==> src/hw/rtl/prs_pkg.sv <==
// Package for the pixel row sorter: sizes, codes and item types.
`default_nettype none
package prs_pkg;

   localparam int ROW_DEPTH  = 1024;
   localparam int IDX_W      = $clog2(ROW_DEPTH);
   localparam int OCC_W      = $clog2(ROW_DEPTH + 1);
   localparam int PIXEL_W    = 32;
   localparam int CHAN_CNT_W = 3;

   localparam logic [CHAN_CNT_W-1:0] THREE_CHANNELS = 3'd3;
   localparam logic [CHAN_CNT_W-1:0] FOUR_CHANNELS  = 3'd4;

   typedef enum logic [1:0] {
      ST_PIXEL = 2'd0,
      ST_EMPTY = 2'd1,
      ST_FULL  = 2'd2
   } status_type;

   typedef enum logic {
      MODE_PUSH = 1'b0,
      MODE_POP  = 1'b1
   } mode_type;

   typedef struct packed {
      logic       mode;
      logic [7:0] first_channel;
      logic [7:0] second_channel;
      logic [7:0] third_channel;
      logic [7:0] fourth_channel;
   } req_type;

   typedef struct packed {
      logic [7:0] out_first;
      logic [7:0] out_second;
      logic [7:0] out_third;
      logic [7:0] out_fourth;
      logic [1:0] status;
   } rsp_type;

   // Broadcast from the controller to every cell
   typedef struct packed {
      logic             push;
      logic             pop;
      logic [OCC_W-1:0] occ;
   } ctl_type;

endpackage
`default_nettype wire

==> src/hw/rtl/prs_cell.sv <==
// One slot of the sorting chain: holds a pixel and inserts, shifts or keeps it each cycle.
`default_nettype none
module prs_cell (
   input  wire logic                          clock,
   input  wire logic [prs_pkg::IDX_W-1:0]     idx,
   input  wire prs_pkg::ctl_type              ctl,
   input  wire logic [prs_pkg::PIXEL_W-1:0]   key,
   input  wire logic [prs_pkg::PIXEL_W-1:0]   left_entry,
   input  wire logic                          left_ins,
   input  wire logic [prs_pkg::PIXEL_W-1:0]   right_entry,
   output logic      [prs_pkg::PIXEL_W-1:0]   entry,
   output logic                               ins
);

   logic [prs_pkg::PIXEL_W-1:0] entry_ff;
   logic [prs_pkg::PIXEL_W-1:0] entry_in;
   logic [prs_pkg::OCC_W-1:0]   pos;
   logic                        occupied;

   assign pos      = prs_pkg::OCC_W'(idx);
   assign occupied = pos < ctl.occ;
   // Slot opens where the stored entry is larger, or at the first free slot
   assign ins      = (occupied && (entry_ff > key)) || (pos == ctl.occ);
   assign entry    = entry_ff;

   always_comb begin
      if (ctl.push && ins) begin
         entry_in = left_ins ? left_entry : key;
      end else if (ctl.pop) begin
         entry_in = right_entry;
      end else begin
         entry_in = entry_ff;
      end
   end

   always_ff @(posedge clock) begin
      entry_ff <= entry_in;
   end

endmodule
`default_nettype wire
==> config.mk <==
export PLATFORM = sky130hd
export DESIGN_NAME = prs_cell
export DESIGN_NICKNAME = d
export VERILOG_FILES = /design/src/hw/rtl/prs_pkg.sv /design/src/hw/rtl/prs_cell.sv
export SDC_FILE = /design/constraint.sdc
export NUM_CORES = 1
export LEC_CHECK = 0
export ABC_AREA = 1
export BUFFER_PORTS_ARGS = -buffer_cell sky130_fd_sc_hd__buf_2
export CAP_MARGIN = 20
export CORE_MARGIN = 2
export CORE_UTILIZATION = 50
export DETAILED_ROUTE_END_ITERATION = 6
export PLACE_DENSITY = 0.93
export SKIP_LAST_GASP = 1
export SLEW_MARGIN = 20
export SYNTH_ARGS = -nofsm -noshare
export SYNTH_HDL_FRONTEND = slang
export SYNTH_SLANG_ARGS = --single-unit
==> constraint.sdc <==
create_clock -name clock -period 6.36 [get_ports clock]
set_input_delay 1.272 -clock clock [delete_from_list [all_inputs] [get_ports clock]]
set_output_delay 1.272 -clock clock [all_outputs]
set_load 0.02 [all_outputs]
==> key figures <==
Final layout
  – Max reg flops: 32
  – Layout-stage area growth over the synthesis result: 30.43%
  – Most common cell after layout, fill and taps aside: sky130_fd_sc_hd__buf_2
  – Filler cell count in the final layout: 481
  – Fin nets: 703
  – Proportion of layout cells with a drive suffix above 1: 0.3068
  – Antenna cells: 0
  – Commonest non-fill, non-tap cells in the layout: 153 x sky130_fd_sc_hd__buf_2, 137 x sky130_fd_sc_hd__nand2_1, 54 x sky130_fd_sc_hd__inv_1

Synthesis
  – Synth warn: 0
  – Cells after synthesis: 396
  – Ranking of synthesized cells by area: sky130_fd_sc_hd__edfxtp_1 33%, sky130_fd_sc_hd__ha_1 18%, sky130_fd_sc_hd__nand2_1 18%
  – Net count after synthesis: 559
  – Post-synthesis cell area: 2890 µm²
  – Post-synth cell types: 21
  – Largest area contributor in the synthesized netlist: sky130_fd_sc_hd__edfxtp_1
  – Number of flip-flops and latches in the synthesized netlist: 32
  – Area share of the largest cell type after synthesis: 0.3325
  – Register area share after synthesis: 0.3325
  – Average cell area after synthesis: 7.299 µm²

Timing
  – Max Fclk: 234.8 MHz
  – Worst hold slack: 1.250 ns
  – Time the worst path needs with I/O delays and setup: 4.260 ns
  – Fin. Hold Viols: 0
  – Unrepaired setup endpoints after global routing: false
  – Worst Tran Pin Value: 0.9334 ns
  – Relative slew slack: 0.3778
  – Setup_tns: 0 ns
  – Period utilization: 0.6697
  – Final setup violating endpoints: 0
  – Setup Skew: 0.005563 ns
  – Final slew viol count: 0

Worst hold path
  – Worst hold path class: input port to flop
  – Min-delay src: right_entry[27]
  – Cell depth of the worst min-delay path: 3
  – Endpoint, Worst Hold: entry[27]

Clock network
  – Post CTS Setup Buffer Count: 0
  – CTS Buf Count: 5
  – Insertion delay to the later sink of the worst-skew pair: 0.28 ns
  – Clock input transition at the sequential cells of the worst setup and hold paths: 0.07 ns
  – Clock Tree Buf Depth: 2
  – Root Buffer: sky130_fd_sc_hd__clkbuf_8
  – Maximum level of the CTS H-tree: 2
  – Hold-fix buffer count after cts: 0
  – Count of clock tree sinks: 32
  – Count of cells resized by post-cts repair: 0
  – TritonCTS clock tree: built

Critical path
  – Worst reg2reg setup slack: 3.35 ns
  – Category of the worst setup path capture point: primary output
  – R2R depth: 12
  – Worst Setup SP: key[31]
  – Cell family with the largest share of critical-path delay: simple AND/OR/NAND/NOR gates
  – Category of the most critical setup path: input port to primary output
  – Arr. time, crit path: 2.99 ns
  – Data required, critical path: 5.09 ns
  – Cells along the critical path: buf_2 > inv_1 > ha_1 > nand2_1 > nor2_1 > nand2_1 > nor2_2 > nand2_1 > o21ai_1 > nor2_1 > nand2_2 > nand2_4 > buf_2
  – Critical Path Start Type: input port
  – R2r endpoint: entry[14]
  – Max stage delay cell, worst path: sky130_fd_sc_hd__ha_1
  – Critical path's largest stage delay: 0.29 ns
  – Buf+Inv Stages, Crit Path: 3
  – Maximum net fanout on the critical path: 34
  – Cell with the most instances on the worst path: sky130_fd_sc_hd__nand2_1
  – R2r startpoint: entry[31]

Global route
  – Largest net degree at the start of global routing: 64
  – Initial antenna violation count: 0
  – Met2 Track Usage GR: 0.4767
  – Met1 routing resource usage after global routing: 0.2743
  – Leftover overflow at the end of global routing: 0
  – Most utilized layer in the global route result: met2
  – Wire length of the first global-routing pass: 12700 µm
  – Met3 Resource Use GR: 0.05543
  – GRT Total Usage: 0.2498
  – Via count of the first global-routing pass: 3077

Job
  – Max_cap viols: 0

Die
  – Placeable core region: 5540 µm²
  – Vertical extent of the die: 80.03 µm
  – Count of boundary I/O pins: 154
  – Die width: 80.03 µm
  – Number of rows created at floorplan: 27
  – Area enclosed by the die boundary: 6405 µm²
  – Initial Utilization: 0.5217

Detailed routing
  – Per-cell routed wire length: 12.78 µm
  – Total via count in the routed design: 3073
  – Number of vias per cell after detailed routing: 5.013
  – First DRT Iteration DRCs: 146
  – DRC violations left: 0
  – Aggregate routed wire length: 7836 µm
  – DR pass1 iterations: 5
  – Post-route ant nets: 0

Placed design
  – Port Buffer Count: 153
  – DPL Wire Length: 6025 µm
  – Global placer's final weighted congestion: 0.7889

Power
  – Worst IR Drop VDD: 143.4 µV
  – Areal power density over the cells: 203.6 nW/µm²
  – LEAKAGE: 2.192 nW

Status
  – Run status: complete, no violations
## routing by layer
metal	up-vias	share of wire
met1	1338	0.40
met3	9	0.086
met5	-	0
met2	141	0.50
li1	1585	-
met4	0	0.012
## cell families (layout without fill, tap and decap cells)
| family | count (synthesis) | count (layout) | synth area share |
|---|---|---|---|
| adders and majority gates | 42 | 42 | 0.1818 |
| and+or+nand+nor | 192 | 192 | 0.2753 |
| DFF | 32 | 32 | 0.3325 |
| buffers and inverters | 71 | 216 | 0.1013 |
| AOI/OAI and AO/OA | 58 | 58 | 0.1052 |
| muxes | 1 | 1 | 0.003896 |
## report_power, final
group / switching [W] / leakage (nW) / internal, W / total (W)
Clock: 0.0000757 / 0.0532 / 0.000114 / 0.000190
Sequential: 0.0000167 / 0.320 / 0.000273 / 0.000289
Combinational: 0.000179 / 1.82 / 0.000109 / 0.000289
## per-stage QoR
stage | cells | setup WS, ns | cell area, µm² | utilization | total power [W]
after CTS | 613 | 2.131 | 3770 | 0.6804 | 0.0007739
after global placement | 605 | 2.167 | 3664 | 0.6612 | 0.0005688
after detailed placement | 605 | 2.140 | 3664 | 0.6612 | 0.0005815
after floorplan | 396 | 2.630 | 2890 | - | 0.0004817
after global routing | 613 | 1.935 | 3770 | 0.6804 | 0.0008230
final | 613 | 2.100 | 3770 | 0.6804 | 0.0007677
## synth_stat cells, drive strengths merged
| cell | n |
|---|---|
| a21o | 3 |
| clkbuf | 7 |
| nand3 | 36 |
| mux2 | 1 |
| buf | 10 |
| a21oi | 17 |
| o21ai | 35 |
| edfxtp | 32 |
| nor2 | 13 |
| ha | 42 |
| o21a | 2 |
| nand4 | 3 |
| nand2 | 140 |
| inv | 54 |
| a31oi | 1 |
## tightest hold or removal path, cell delays in order
cell and delay (ns):
sky130_fd_sc_hd__buf_2 0.08, sky130_fd_sc_hd__nand2_1 0.04, sky130_fd_sc_hd__nand2_1 0.04
## layout make-up
class / count / area [µm²] / area share
Clock buffer: 5 / 68.82 / 0.01825
Multi-Input combinational cell: 293 / 1637 / 0.4341
Tap cell: 72 / 90.09 / 0.02390
Inverter: 54 / 202.7 / 0.05377
Clock inverter: 3 / 37.54 / 0.009957
Timing Repair Buffer: 154 / 773.2 / 0.2051
Sequential cell: 32 / 960.9 / 0.2549
## worst max path at each step
stage	to	depth (start not counted)
after global routing	ins	13
after CTS	ins	13
after global placement	ins	13
final	ins	13
after detailed placement	ins	13
after floorplan	ins	12
Power figures use the tool's default switching activity.
